`src/rtl/core/xcsd_pkg.sv`:
```
// ----------------------------------------------------------------------------
// XOR-checked sentence deframer package
// Shared types, character constants and the checksum digit decoder.
// ----------------------------------------------------------------------------
package xcsd_pkg;

    localparam int unsigned BYTE_W = 8;
    localparam int unsigned KIND_W = 2;
    localparam int unsigned CFG_INDEX_W = 2;

    typedef logic [BYTE_W-1:0] byte_t;
    typedef logic [KIND_W-1:0] kind_t;
    typedef logic [CFG_INDEX_W-1:0] cfg_index_t;

    localparam kind_t KIND_PAYLOAD  = 2'd0;
    localparam kind_t KIND_ACCEPT   = 2'd1;
    localparam kind_t KIND_MISMATCH = 2'd2;
    localparam kind_t KIND_NO_TERM  = 2'd3;

    localparam cfg_index_t CFG_PAYLOAD_LENGTH = 2'd0;
    localparam cfg_index_t CFG_START_CHAR     = 2'd1;
    localparam cfg_index_t CFG_END_CHAR       = 2'd2;

    localparam byte_t RST_PAYLOAD_LENGTH = 8'd116;
    localparam byte_t RST_START_CHAR     = 8'h24;
    localparam byte_t RST_END_CHAR       = 8'h2A;

    localparam byte_t CHAR_NINE      = 8'h39;
    localparam byte_t CHAR_ZERO      = 8'h30;
    localparam byte_t CHAR_UPPER_A   = 8'h41;
    localparam byte_t HEX_LETTER_OFS = 8'd10;

    typedef enum logic [4:0] {
        PH_HUNT = 5'b00001,
        PH_DATA = 5'b00010,
        PH_TERM = 5'b00100,
        PH_HEX1 = 5'b01000,
        PH_HEX2 = 5'b10000
    } phase_t;

    typedef struct packed {
        byte_t payload_length;
        byte_t start_char;
        byte_t end_char;
    } cfg_t;

    typedef struct packed {
        kind_t kind;
        byte_t payload_byte;
        byte_t position;
        logic  is_last;
        byte_t computed_sum;
        byte_t received_sum;
    } result_t;

    // Digits up to '9' count from '0'; everything else counts as a letter from 'A'.
    function automatic byte_t hex_value(input byte_t c);
        byte_t v;
        if (c <= CHAR_NINE)
        begin
            v = c - CHAR_ZERO;
        end
        else
        begin
            v = c - CHAR_UPPER_A + HEX_LETTER_OFS;
        end
        return v;
    endfunction

endpackage

```
`src/rtl/core/xcsd_cfg_regs.sv`:
```
// ----------------------------------------------------------------------------
// Configuration registers
// Holds payload length, start character and terminator character.
// ----------------------------------------------------------------------------
module xcsd_cfg_regs
    import xcsd_pkg::*;
(
    input  logic       clk,
    input  logic       rst_n,
    input  logic       cfg_write_en,
    input  cfg_index_t cfg_index,
    input  byte_t      cfg_data,
    output cfg_t       cfg
);

    cfg_t cfg_reg;
    cfg_t cfg_next;

    always_comb
    begin
        cfg_next = cfg_reg;
        if (cfg_write_en)
        begin
            unique case (cfg_index)
                CFG_PAYLOAD_LENGTH: cfg_next.payload_length = cfg_data;
                CFG_START_CHAR:     cfg_next.start_char     = cfg_data;
                CFG_END_CHAR:       cfg_next.end_char       = cfg_data;
                default:            cfg_next                = cfg_reg;
            endcase
        end
    end

    always_ff @(posedge clk or negedge rst_n)
    begin
        if (!rst_n)
        begin
            cfg_reg.payload_length <= RST_PAYLOAD_LENGTH;
            cfg_reg.start_char     <= RST_START_CHAR;
            cfg_reg.end_char       <= RST_END_CHAR;
        end
        else
        begin
            cfg_reg <= cfg_next;
        end
    end

    assign cfg = cfg_reg;

endmodule

```
`src/rtl/core/xcsd_frame_fsm.sv`:
```
// ----------------------------------------------------------------------------
// Sentence framing state machine
// Registers each input byte, then steps the framing state and builds the result.
// ----------------------------------------------------------------------------
module xcsd_frame_fsm
    import xcsd_pkg::*;
(
    input  logic    clk,
    input  logic    rst_n,
    input  logic    in_valid,
    input  byte_t   in_byte,
    output logic    in_stall,
    input  cfg_t    cfg,
    input  logic    out_ready,
    output logic    res_valid,
    output result_t res
);

    logic   s1_valid_reg;
    logic   s1_valid_next;
    byte_t  s1_byte_reg;
    byte_t  s1_byte_next;
    logic   advance;
    logic   in_accept;

    phase_t     phase_reg;
    phase_t     phase_next;
    byte_t      count_reg;
    byte_t      count_next;
    byte_t      xor_reg;
    byte_t      xor_next;
    logic [3:0] nibble_reg;
    logic [3:0] nibble_next;

    byte_t b;
    byte_t last_pos;
    byte_t rsum;
    byte_t lo_value;

    assign advance   = s1_valid_reg && out_ready;
    assign in_stall  = s1_valid_reg && !out_ready;
    assign in_accept = in_valid && !in_stall;

    always_comb
    begin
        s1_valid_next = s1_valid_reg;
        s1_byte_next  = s1_byte_reg;
        if (in_accept)
        begin
            s1_valid_next = 1'b1;
            s1_byte_next  = in_byte;
        end
        else if (advance)
        begin
            s1_valid_next = 1'b0;
        end
    end

    assign b        = s1_byte_reg;
    assign last_pos = cfg.payload_length - 8'd1;
    assign lo_value = hex_value(b);
    assign rsum     = {nibble_reg, 4'b0000} + lo_value;

    always_comb
    begin
        phase_next  = phase_reg;
        count_next  = count_reg;
        xor_next    = xor_reg;
        nibble_next = nibble_reg;
        res_valid   = 1'b0;
        res         = '0;
        if (advance)
        begin
            unique case (phase_reg)
                PH_HUNT:
                begin
                    if (b == cfg.start_char)
                    begin
                        phase_next = PH_DATA;
                        count_next = '0;
                        xor_next   = '0;
                    end
                end
                PH_DATA:
                begin
                    xor_next         = xor_reg ^ b;
                    count_next       = count_reg + 8'd1;
                    res_valid        = 1'b1;
                    res.kind         = KIND_PAYLOAD;
                    res.payload_byte = b;
                    res.position     = count_reg;
                    if (count_reg == last_pos)
                    begin
                        res.is_last = 1'b1;
                        phase_next  = PH_TERM;
                    end
                end
                PH_TERM:
                begin
                    if (b == cfg.end_char)
                    begin
                        phase_next = PH_HEX1;
                    end
                    else
                    begin
                        res_valid        = 1'b1;
                        res.kind         = KIND_NO_TERM;
                        res.computed_sum = xor_reg;
                        phase_next       = PH_HUNT;
                    end
                end
                PH_HEX1:
                begin
                    nibble_next = lo_value[3:0];
                    phase_next  = PH_HEX2;
                end
                PH_HEX2:
                begin
                    res_valid        = 1'b1;
                    res.kind         = (rsum == xor_reg) ? KIND_ACCEPT : KIND_MISMATCH;
                    res.computed_sum = xor_reg;
                    res.received_sum = rsum;
                    phase_next       = PH_HUNT;
                end
                default:
                begin
                    phase_next = PH_HUNT;
                end
            endcase
        end
    end

    always_ff @(posedge clk or negedge rst_n)
    begin
        if (!rst_n)
        begin
            s1_valid_reg <= 1'b0;
            phase_reg    <= PH_HUNT;
            count_reg    <= '0;
            xor_reg      <= '0;
            nibble_reg   <= '0;
        end
        else
        begin
            s1_valid_reg <= s1_valid_next;
            phase_reg    <= phase_next;
            count_reg    <= count_next;
            xor_reg      <= xor_next;
            nibble_reg   <= nibble_next;
        end
    end

    always_ff @(posedge clk)
    begin
        s1_byte_reg <= s1_byte_next;
    end

`ifndef NO_ASSERTIONS
    a_data_gives_result: assert property (@(posedge clk) disable iff (!rst_n)
        (advance && phase_reg == PH_DATA) |-> res_valid)
        else $error("payload byte produced no result");

    a_last_goes_term: assert property (@(posedge clk) disable iff (!rst_n)
        (res_valid && res.kind == KIND_PAYLOAD && res.is_last) |=> (phase_reg == PH_TERM))
        else $error("final payload byte did not lead to terminator check");

    a_stall_needs_item: assert property (@(posedge clk) disable iff (!rst_n)
        in_stall |-> (s1_valid_reg && !advance))
        else $error("input stalled with no held request");

    a_status_to_hunt: assert property (@(posedge clk) disable iff (!rst_n)
        (res_valid && res.kind != KIND_PAYLOAD) |=> (phase_reg == PH_HUNT))
        else $error("status result did not return to hunting");
`endif

endmodule

```
`src/rtl/core/xcsd_out_reg.sv`:
```
// ----------------------------------------------------------------------------
// Result register
// Holds one finished result until the downstream side takes it.
// ----------------------------------------------------------------------------
module xcsd_out_reg
    import xcsd_pkg::*;
(
    input  logic    clk,
    input  logic    rst_n,
    input  logic    load,
    input  result_t res_d,
    input  logic    out_stall,
    output logic    out_ready,
    output logic    out_valid,
    output result_t out_res
);

    logic    valid_reg;
    logic    valid_next;
    result_t res_reg;
    result_t res_next;

    assign out_ready = !valid_reg || !out_stall;

    always_comb
    begin
        valid_next = valid_reg;
        res_next   = res_reg;
        if (load)
        begin
            valid_next = 1'b1;
            res_next   = res_d;
        end
        else if (valid_reg && !out_stall)
        begin
            valid_next = 1'b0;
        end
    end

    always_ff @(posedge clk or negedge rst_n)
    begin
        if (!rst_n)
        begin
            valid_reg <= 1'b0;
        end
        else
        begin
            valid_reg <= valid_next;
        end
    end

    always_ff @(posedge clk)
    begin
        res_reg <= res_next;
    end

    assign out_valid = valid_reg;
    assign out_res   = res_reg;

endmodule

```
`src/rtl/core/xor_checked_sentence_deframer_unit.sv`:
```
// ----------------------------------------------------------------------------
// XOR-checked sentence deframer
// Hunts for a start character, passes payload bytes on with their position,
// then checks the terminator and a two-character hex XOR checksum.
// ----------------------------------------------------------------------------
// The unit takes one byte request per clock cycle and keeps that rate as long as
// the output side does not stall. Each byte is held in an input register and
// processed by the framing state machine once the output register can take a
// result. A result passes through the input register and then the output
// register before it is presented. A stall on the output backs up through the
// single input register to in_stall in the same cycle. Configuration is taken
// on any cycle with cfg_write_en high; writes to an index past the
// end-character register are ignored.
module xor_checked_sentence_deframer_unit
    import xcsd_pkg::*;
(
    input  logic       clk,
    input  logic       rst_n,
    input  logic       cfg_write_en,
    input  cfg_index_t cfg_index,
    input  byte_t      cfg_data,
    input  logic       in_valid,
    output logic       in_stall,
    input  byte_t      in_byte,
    output logic       out_valid,
    input  logic       out_stall,
    output kind_t      kind,
    output byte_t      payload_byte,
    output byte_t      position,
    output logic       is_last,
    output byte_t      computed_sum,
    output byte_t      received_sum
);

    cfg_t    cfg;
    logic    out_ready;
    logic    res_valid;
    result_t res;
    result_t out_res;

    xcsd_cfg_regs u_cfg_regs (
        .clk          (clk),
        .rst_n        (rst_n),
        .cfg_write_en (cfg_write_en),
        .cfg_index    (cfg_index),
        .cfg_data     (cfg_data),
        .cfg          (cfg)
    );

    xcsd_frame_fsm u_frame_fsm (
        .clk       (clk),
        .rst_n     (rst_n),
        .in_valid  (in_valid),
        .in_byte   (in_byte),
        .in_stall  (in_stall),
        .cfg       (cfg),
        .out_ready (out_ready),
        .res_valid (res_valid),
        .res       (res)
    );

    xcsd_out_reg u_out_reg (
        .clk       (clk),
        .rst_n     (rst_n),
        .load      (res_valid),
        .res_d     (res),
        .out_stall (out_stall),
        .out_ready (out_ready),
        .out_valid (out_valid),
        .out_res   (out_res)
    );

    assign kind         = out_res.kind;
    assign payload_byte = out_res.payload_byte;
    assign position     = out_res.position;
    assign is_last      = out_res.is_last;
    assign computed_sum = out_res.computed_sum;
    assign received_sum = out_res.received_sum;

endmodule
```
`config.mk`:
```
export PLATFORM = sky130hd
export DESIGN_NAME = xor_checked_sentence_deframer_unit
export DESIGN_NICKNAME = d
export VERILOG_FILES = /design/src/rtl/core/xcsd_pkg.sv /design/src/rtl/core/xcsd_cfg_regs.sv /design/src/rtl/core/xcsd_frame_fsm.sv /design/src/rtl/core/xcsd_out_reg.sv /design/src/rtl/core/xor_checked_sentence_deframer_unit.sv
export SDC_FILE = /design/constraint.sdc
export NUM_CORES = 1
export LEC_CHECK = 0
export BUFFER_PORTS_ARGS = -buffer_cell sky130_fd_sc_hd__buf_2
export CORE_MARGIN = 3
export CORE_UTILIZATION = 57
export CTS_BUF_LIST = sky130_fd_sc_hd__clkbuf_2 sky130_fd_sc_hd__clkbuf_4 sky130_fd_sc_hd__clkbuf_8
export DETAILED_ROUTE_END_ITERATION = 12
export HOLD_SLACK_MARGIN = 0.08
export PLACE_DENSITY = 0.81
export SKIP_CTS_REPAIR_TIMING = 1
export SLEW_MARGIN = 20
export SYNTH_ARGS = -nofsm -noshare
export SYNTH_HDL_FRONTEND = slang
export SYNTH_HIERARCHICAL = 1
export SYNTH_SLANG_ARGS = --single-unit
```
`constraint.sdc`:
```
create_clock -name clk -period 4.15 [get_ports clk]
set_input_delay 0.415 -clock clk [delete_from_list [all_inputs] [get_ports clk]]
set_output_delay 0.415 -clock clk [all_outputs]
set_load 0.05 [all_outputs]
```
[Yosys cells after proc, flatten, opt, wreduce, memory -nomap -nowiden]
Index checks and enable logic that the tools add are counted.
Operators by class
  $lt $le $gt $ge: 1
  bitwise logic cells: 1
  reduce and logical (&&, ||, !) cells: 22
  equality and inequality tests: 13
  add/subtract/negate cells: 6
  mux-type cells: 21
Operator list (count)
  $pmux 8 s2: 3
  $eq 8x8->1: 4
  $mux 8: 3
  $pmux 5 s4: 1
  $reduce_and 2->1: 6
  $mux 5: 2
  $add 8x1->8 const B: 1
  $add 8x4->8 const B: 1
  $add 8x8->8: 1
  $le 8x6->1 const B: 1
  $sub 8x1->8 const B: 1
  $sub 8x6->8 const B: 1
  $sub 8x7->8 const B: 1
  $xor 8x8->8: 1
  $mux 1: 7
  $reduce_and 3->1: 2
  $reduce_bool 2->1: 3
  $eq 5x1->1 const B: 1
  $eq 5x2->1 const B: 1
  $eq 5x3->1 const B: 1
  $eq 5x4->1 const B: 1
  $eq 5x5->1 const B: 1
  $logic_and 1x1->1: 4
  $logic_not 1->1: 4
  other kinds (10): 12
Storage, ports and cells
  input port bits: 23
  flip-flop bits (word level): 94
  word-level logic and storage cells: 80
  output and inout bits: 37

[Longest topological paths before layout]
Gate-level depths: netlist of the first run.
  word-level depth: 7
  mapped depth: 12
  mapped depth without buffers: 12

[By module]
Netlist of the first run, hierarchy kept.
By module, submodules not included
  xcsd_frame_fsm: instances 1, seq. area each 892.1 µm², area each 2560.0 µm², cells an instance 291
  xcsd_out_reg: instances 1, seq. area each 1076.0 µm², area each 1087.3 µm², cells an instance 38
  xcsd_cfg_regs: instances 1, seq. area each 611.8 µm², area each 923.4 µm², cells an instance 51

[Worst setup path after synthesis of the first run]
No wires, ideal clock.
  path kind: register to register
  start: reg u_frame_fsm.s1_byte_reg[1], in the netlist u_frame_fsm/b[1]
  end: reg u_out_reg.res_reg, in the netlist u_out_reg/out_res[33], data pin
  required time: 3.894 ns
  setup time: 0.256 ns
  stages on the path, launching flop included: 13
  path buffers: 0
  arrival: 2.857 ns
  slack: 1.037 ns
  clock period less this slack: 3.113 ns
  cell sequence: edfxtp_1 inv_1 ha_1 o21bai_4 a311o_4 mux2_2 ha_1 a21o_1 a21oi_1 xor2_1 xnor2_1 xnor2_1 a41o_1
On the way
  cells in the longest elaborated chain, start to end: 7
  elaborated cells between the ends (all ways): 11
  classes of those cells: 4 x add/sub; 1 x order compare; 2 x eq/ne; 4 x mux
RTL lines
  start, declared: line xcsd_frame_fsm.sv:21  | byte_t s1_byte_reg;
  start signal, assigned: line xcsd_frame_fsm.sv:155  | s1_byte_reg <= s1_byte_next;
  $sub 8x7->8: line xcsd_pkg.sv:65  | v = c - CHAR_UPPER_A + HEX_LETTER_OFS;
  $add 8x4->8: line xcsd_pkg.sv:65
  $mux 8: line xcsd_pkg.sv:59  | if (c <= CHAR_NINE)
  $add 8x8->8: line xcsd_frame_fsm.sv:62  | assign rsum = {nibble_reg, 4'b0000} + lo_value;
  $eq 8x8->1: line xcsd_frame_fsm.sv:120  | res.kind = (rsum == xor_reg) ? KIND_ACCEPT : KIND_MISMATCH;
  $mux 2: line xcsd_frame_fsm.sv:120
  $pmux 2 s2 *: line xcsd_frame_fsm.sv:74  | unique case (phase_reg)
  end signal, assigned: line xcsd_out_reg.sv:54  | res_reg <= res_next;
  end, declared: line xcsd_out_reg.sv:20  | result_t res_reg;
Mark *: on every way between the ends. The rest lies on a longest branch, timed or not.
A chain may end at the register's enable or synchronous reset.

[Worst setup path after layout of the first run]
  start: reg u_frame_fsm.s1_byte_reg[1], in the netlist u_frame_fsm/b[1]
  end: reg u_out_reg.res_reg, in the netlist u_out_reg/out_res[34], data pin
The elaborated chain is that of the path after synthesis.

==> results of run 1 <==
## worst max-delay path, delay by kind of cell (launching register included)
family,cells,cell delay (ns)
adder cells (fa/ha/maj),2,0.50
XOR/XNOR,3,0.58
flip-flops,1,0.52
buffers and inverters,1,0.16
multiplexers,1,0.31
AO/OA/AOI/OAI,5,1.04
## area by class of cell
class / instances / area, um^2
flip-flops and latches: 94 / 2580
fillers: 597 / 2567
multi-input cells: 263 / 1901
repair buffers: 62 / 317.8
clock buffers: 10 / 137.6
well taps: 102 / 127.6
clock inverters: 6 / 91.34
inverters: 12 / 45.04
## cells by family after synthesis
kind of cell,synth area share (%)
compound gates,7.063
simple gates,14.65
xor+xnor,10.32
mux,6.652
flops,56.45
fa+ha+maj,2.902
buf+inv,1.971
## final timing paths
kind	to	slack [ns]
setup reg to reg	u_out_reg/out_res[34]	0.73
min in group clk	u_frame_fsm/b[2]	0.23
setup / recovery	u_out_reg/out_res[34]	0.73
max in group asynchronous	u_frame_fsm/xor_reg[1]	3.55
hold reg to reg	u_frame_fsm/phase_reg[0]	0.50
hold / removal	u_frame_fsm/count_reg[4]	0.16
## Yosys cell counts (all sizes together) (2+ instances only)
| cell type | number |
|---|---|
| a211oi | 2 |
| a21o | 2 |
| a21oi | 9 |
| a221o | 2 |
| and2 | 22 |
| and3 | 2 |
| buf | 3 |
| clkbuf | 8 |
| dfrtp | 41 |
| dfstp | 10 |
| edfxtp | 43 |
| ha | 9 |
| inv | 12 |
| mux2 | 25 |
| nand2 | 28 |
| nand2b | 5 |
| nand3 | 4 |
| nand3b | 4 |
| nand4 | 4 |
| nor2 | 38 |
| nor2b | 3 |
| nor3 | 6 |
| nor4 | 5 |
| o2111ai | 2 |
| o21ai | 17 |
| or3 | 2 |
| xnor2 | 33 |
| xor2 | 20 |
## layer usage
layer	part of all wire, %	global-route usage (%)	vias up
li1	-	-	1449
met2	51	35.03	80
met4	0.38	6.398	0
met5	0	0	-
met1	43	28.38	1465
met3	5.6	3.552	4
## power groups by stage
stage,logic [mW],registers [mW],clock network [mW]
4_1_cts,0.398,1.18,0.693
3_5_place_dp,0.394,1.20,0
3_3_place_gp,0.374,1.19,0
5_1_grt,0.441,1.19,0.735
6_report,0.397,1.18,0.679
2_1_floorplan,0.300,1.18,0
## through the flow
| step | power (mW) | instance area, um^2 |
|---|---|---|
| 6_report | 2.251 | 5200 |
| 5_1_grt | 2.366 | 5200 |
| 4_1_cts | 2.267 | 5200 |
| 3_5_place_dp | 1.590 | 4971 |
| 3_3_place_gp | 1.564 | 4971 |
| 2_1_floorplan | 1.476 | 4571 |
==> metrics, run 1 <==
result of the run=complete, no violations; Yosys reg bits=94; power per unit of standard cell area=about 430 nW/um^2; initial detailed-routing violation count=172; post-CTS clock slew at the launch and capture registers of the worst setup and hold paths=0.09 ns; post-synth cell types=54; fraction of registers with async set or reset after synthesis=54.26%; count of port buffers added during placement=59; Vert. Die Dim=roughly 96 um; worst slew margin relative to its limit=56.76%; die outline width=95.55 um; maximum number of pins on one net before global-route repair=52; Net count, final=475; crit-path cells=inv_1 > ha_1 > o21bai_4 > a311o_4 > mux2_2 > ha_1 > a21o_1 > a21oi_1 > xor2_1 > xnor2_1 > xnor2_1 > a41oi_1; area of the mapped netlist=4571 um^2; number of global-route vias before repair=2917; Synth-to-Final Area Change=13.77%; first-pass GRT wire length=~15000 um; number of warnings printed during yosys synthesis=6; final setup slack of the worst path=0.7298 ns; flip-flop count of the largest register, all copies and words added=35; Critical Path Start=u_frame_fsm/b[1]; number of non-filler instances in the completed layout=549; nature of the critical path endpoint=register; HP Class=input port to asynchronous set/reset pin; share of cells above drive strength 1=between 20% and 30%; sequential fraction of design power=52.2%; cell count after placement=533; CTS Sinks=94; number of nets with antenna violations after detailed routing=0; combinational cell fraction of total power=between 15 and 20%; Max Cap Violations=0; final core utilization=between 60 and 70%; TritonRoute pass-1 iters=4; via count=2998; Total GRT Usage=21.05%; remaining global-route overflow=0; Post-Route Hold Slack=0.1561 ns; antenna cells=0; most common cell after layout, fill and taps aside=sky130_fd_sc_hd__buf_2; Synth top area share=between 20 and 30%; worst-path cell with the longest stage delay=sky130_fd_sc_hd__edfxtp_1; DR DRC count=0; standby leakage power=2.247 nW; number of CTS-inserted buffers=9; later-pin clock latency in the skew report=0.35 ns; slew at the pin closest to its max-slew limit=0.6486 ns; maximum level of the CTS H-tree=3; Final Max Slew Viols=0; full die area=9129 um^2; sum of routed wire length over all layers=8886 um; final hold violation count=0; dominant cells by area after synthesis=sky130_fd_sc_hd__edfxtp_1 (28%), sky130_fd_sc_hd__dfrtp_1 (22%), sky130_fd_sc_hd__xnor2_1 (6.3%), sky130_fd_sc_hd__mux2_2 (6.2%), sky130_fd_sc_hd__dfstp_2 (5.7%); clock period minus worst slack=between 3 and 4 ns; maximum fanout count along the critical path=6; Post-Route Setup TNS=0 ns; Clock Power Share=roughly 30%; power spent charging and discharging nets=625.9 uW; Worst R2R Path Depth=12; Clock Skews=0.008356 ns; commonest cells after routing, fill and taps aside=sky130_fd_sc_hd__buf_2 (59), sky130_fd_sc_hd__edfxtp_1 (43), sky130_fd_sc_hd__dfrtp_1 (41); number of buffers on the longest clock path=2; fraction of power spent switching nets=27.80%; net count after synthesis=413; Routed WL per cell=roughly 16 um; DR vias/cell=5.461; unrepaired setup endpoints after global routing=no; number of antenna violations at the first check in global routing=0; Max Freq=between 200 and 300 MHz; num ports=60; number of standard-cell rows in the floorplan=32; EDFF count, synth=43; synthesized area per cell=between 10 and 15 um^2; initial cell density of the core=58.84%; most frequently used flop master after synthesis=sky130_fd_sc_hd__edfxtp_1; routability congestion estimate from global placement=0.8357; post-route fraction of the period consumed by the critical path=about 82%; Syn Inst Count=380; startpoint-to-endpoint class of the critical path=register to register; crit start category=register; total setup violations reported at the end of the flow=0; WP data required=around 4.2 ns; TritonCTS clock tree=done; FF-to-FF Start=u_frame_fsm/b[1]; worst slack at placement=a little under 0.8 ns; maximum vdd ir drop=approximately 0.24 mV; critical path's largest stage delay=0.52 ns; detailed placer's ending HPWL=6580 um; sequential element share of the synthesized area=56.45%; arrival time reported for the critical path endpoint=3.49 ns; Internal=1.625 mW; clk root buf=sky130_fd_sc_hd__clkbuf_8; Synth area leader=sky130_fd_sc_hd__edfxtp_1; CORE AREA=7767 um^2
No activity file was read; power rests on OpenSTA's default activity.
==> run 2, diff against run 1 <==
==> constraint.sdc (replaced) <==
create_clock -name clk -period 3.4 [get_ports clk]
set_input_delay 0.34 -clock clk [delete_from_list [all_inputs] [get_ports clk]]
set_output_delay 0.34 -clock clk [all_outputs]
set_load 0.05 [all_outputs]
==> metrics, run 2 (same netlist as run 1, synthesis figures left out) <==
commonest cells after routing, fill and taps aside=sky130_fd_sc_hd__buf_2 (58), sky130_fd_sc_hd__edfxtp_1 (43), sky130_fd_sc_hd__dfrtp_1 (41); WP buf/inv=1 (unchanged); routability congestion estimate from global placement=0.8740 (+4.6%); maximum level of the CTS H-tree=3 (unchanged); die outline width=95.55 um (unchanged); Final Max Slew Viols=0 (unchanged); Vert. Die Dim=95.55 um (unchanged); fraction of power spent switching nets=29.42% (+1.6 points); combinational cell fraction of total power=19.4% (+1.8 points); Total GRT Usage=21.06% (about the same); antenna cells=0 (unchanged); full die area=9129 um^2 (unchanged); nature of the critical path endpoint=register; TritonRoute pass-1 iters=5 (+1); post-route fraction of the period consumed by the critical path=94.08% (+12 points); final design area excluding fillers=5201 um^2 (about the same); Internal=1.847 mW (+14%); clock period minus worst slack=3.199 ns (-0.2214 ns); total setup violations reported at the end of the flow=0 (unchanged); result of the run=complete, no violations; GRT met1 Usage=28.72% (+0.34 points); sum of routed wire length over all layers=9070 um (+2.1%); most used routing layer in global routing=met2; Net count, final=480 (+1.1%); Max Cap Violations=0 (unchanged); standby leakage power=2.242 nW (-0.21%); Clock Skews=0.008222 ns (-0.0001343 ns); met3 track demand over resource=4.499% (+0.95 points); Routed WL per cell=16.37 um (+1.1%); most common cell after layout, fill and taps aside=sky130_fd_sc_hd__buf_2; crit-path cells=inv_2 > ha_2 > o21bai_4 > a311o_4 > mux2_2 > ha_1 > a21o_1 > a21oi_1 > xor2_1 > xnor2_1 > xnor2_1 > a41o_1; remaining global-route overflow=0 (unchanged); flip-flop count of the largest register, all copies and words added=35 (unchanged); Placement Cell Area=5001 um^2 (+0.60%); startpoint-to-endpoint class of the critical path=register to register; maximum vdd ir drop=0.2669 mV (+11%); slew at the pin closest to its max-slew limit=0.6648 ns (+0.01620 ns); Clock Power Share=25.9% (-4.2 points); num ports=60 (unchanged); Post-Route Setup TNS=0 ns (unchanged); initial cell density of the core=58.84% (unchanged); crit start category=register; power spent charging and discharging nets=770.0 uW (+23%); Max Freq=312.6 MHz (+6.9%); number of standard-cell rows in the floorplan=32 (unchanged); later-pin clock latency in the skew report=0.36 ns (about the same); arrival time reported for the critical path endpoint=3.32 ns (-0.17 ns); met2 layer usage reported by global route=33.70% (-1.3 points); share of cells above drive strength 1=28.76% (+1.0 points); number of antenna violations at the first check in global routing=0 (unchanged); unrepaired setup endpoints after global routing=no; worst slew margin relative to its limit=54.54% (-2.2 points); sequential fraction of design power=54.7% (+2.5 points); CORE AREA=7767 um^2 (unchanged); maximum fanout count along the critical path=4 (-2); count of port buffers added during placement=59 (unchanged); worst-path cell with the longest stage delay=sky130_fd_sc_hd__edfxtp_1; critical path's top delay family=compound AO/OA/AOI/OAI gates; dominant cell type by count on the critical path=sky130_fd_sc_hd__xnor2_1; number of buffers on the longest clock path=2 (unchanged); HP Class=input port to register; number of CTS-inserted buffers=9 (unchanged); power per unit of standard cell area=503.2 nW/um^2 (+16%); first-pass GRT wire length=14570 um (+0.19%); maximum number of pins on one net before global-route repair=50 (-3.8%); initial detailed-routing violation count=154 (-10%); detailed placer's ending HPWL=6666 um (+1.3%); number of global-route vias before repair=2852 (-2.2%); TritonCTS clock tree=done; critical path's largest stage delay=0.46 ns (-0.06 ns); post-CTS clock slew at the launch and capture registers of the worst setup and hold paths=0.09 ns (about the same); number of nets with antenna violations after detailed routing=0 (unchanged); DR DRC count=0 (unchanged); CTS Sinks=94 (unchanged); WP data required=3.52 ns (-0.70 ns); final hold violation count=0 (unchanged); Synth-to-Final Area Change=13.80% (about the same); number of filler instances in the final layout=610 (+2.2%); DR vias/cell=5.592 (+2.4%); clk root buf=sky130_fd_sc_hd__clkbuf_8; via count=3098 (+3.3%)
-- run 2: power groups by stage --
stage	combinational, mW	clock (mW)	sequential (mW)
after floorplan	0.366	0	1.44
after global placement	0.472	0	1.44
after detailed placement	0.500	0	1.45
after CTS	0.503	0.691	1.43
after global routing	0.554	0.744	1.45
final	0.508	0.679	1.43
-- run 2: final cells by class --
type	count	area (um^2)	area share, %
Tap cell	102	127.6	2.454
Timing Repair Buffer	67	360.3	6.928
Clock inverter	5	33.78	0.6495
Sequential cell	94	2580	49.60
Multi-Input combinational cell	263	1909	36.71
Clock buffer	11	145.1	2.790
Inverter	12	45.04	0.8660
-- run 2: per-layer routing --
metal | wire length (um) | part of all wire, %
met1 | 3878 | 43
met2 | 4453 | 49
met3 | 596 | 6.6
met4 | 141 | 1.6
met5 | 0 | 0
-- run 2: path summary, 6_finish.rpt --
check | start | endpoint | slack [ns] | cells after the start
setup / recovery | u_frame_fsm/b[0] | u_out_reg/out_res[33] | 0.20 | 12
hold / removal | in_byte[2] | u_frame_fsm/b[2] | 0.15 | 1
setup reg to reg | u_frame_fsm/b[0] | u_out_reg/out_res[33] | 0.20 | 12
hold reg to reg | u_out_reg/out_valid | u_out_reg/out_valid | 0.51 | 1
max in group asynchronous | rst_n | u_frame_fsm/phase_reg[0] | 2.25 | 3
min in group asynchronous | rst_n | u_frame_fsm/count_reg[2] | 0.54 | 2
-- run 2: per-stage QoR --
stage | worst slack [ns] | hold WS [ns] | util, % | instances | power, mW
5_1_grt | 0.007000 | 0.1364 | 66.96 | 554 | 2.745
3_5_place_dp | 0.1158 | 0.4919 | 64.38 | 537 | 1.953
2_1_floorplan | 0.2869 | 0.04441 | - | 380 | 1.801
3_3_place_gp | 0.3212 | 0.4820 | 64.38 | 537 | 1.915
4_1_cts | 0.1028 | 0.1367 | 66.69 | 553 | 2.624
6_report | 0.2012 | 0.1537 | 66.96 | 554 | 2.617
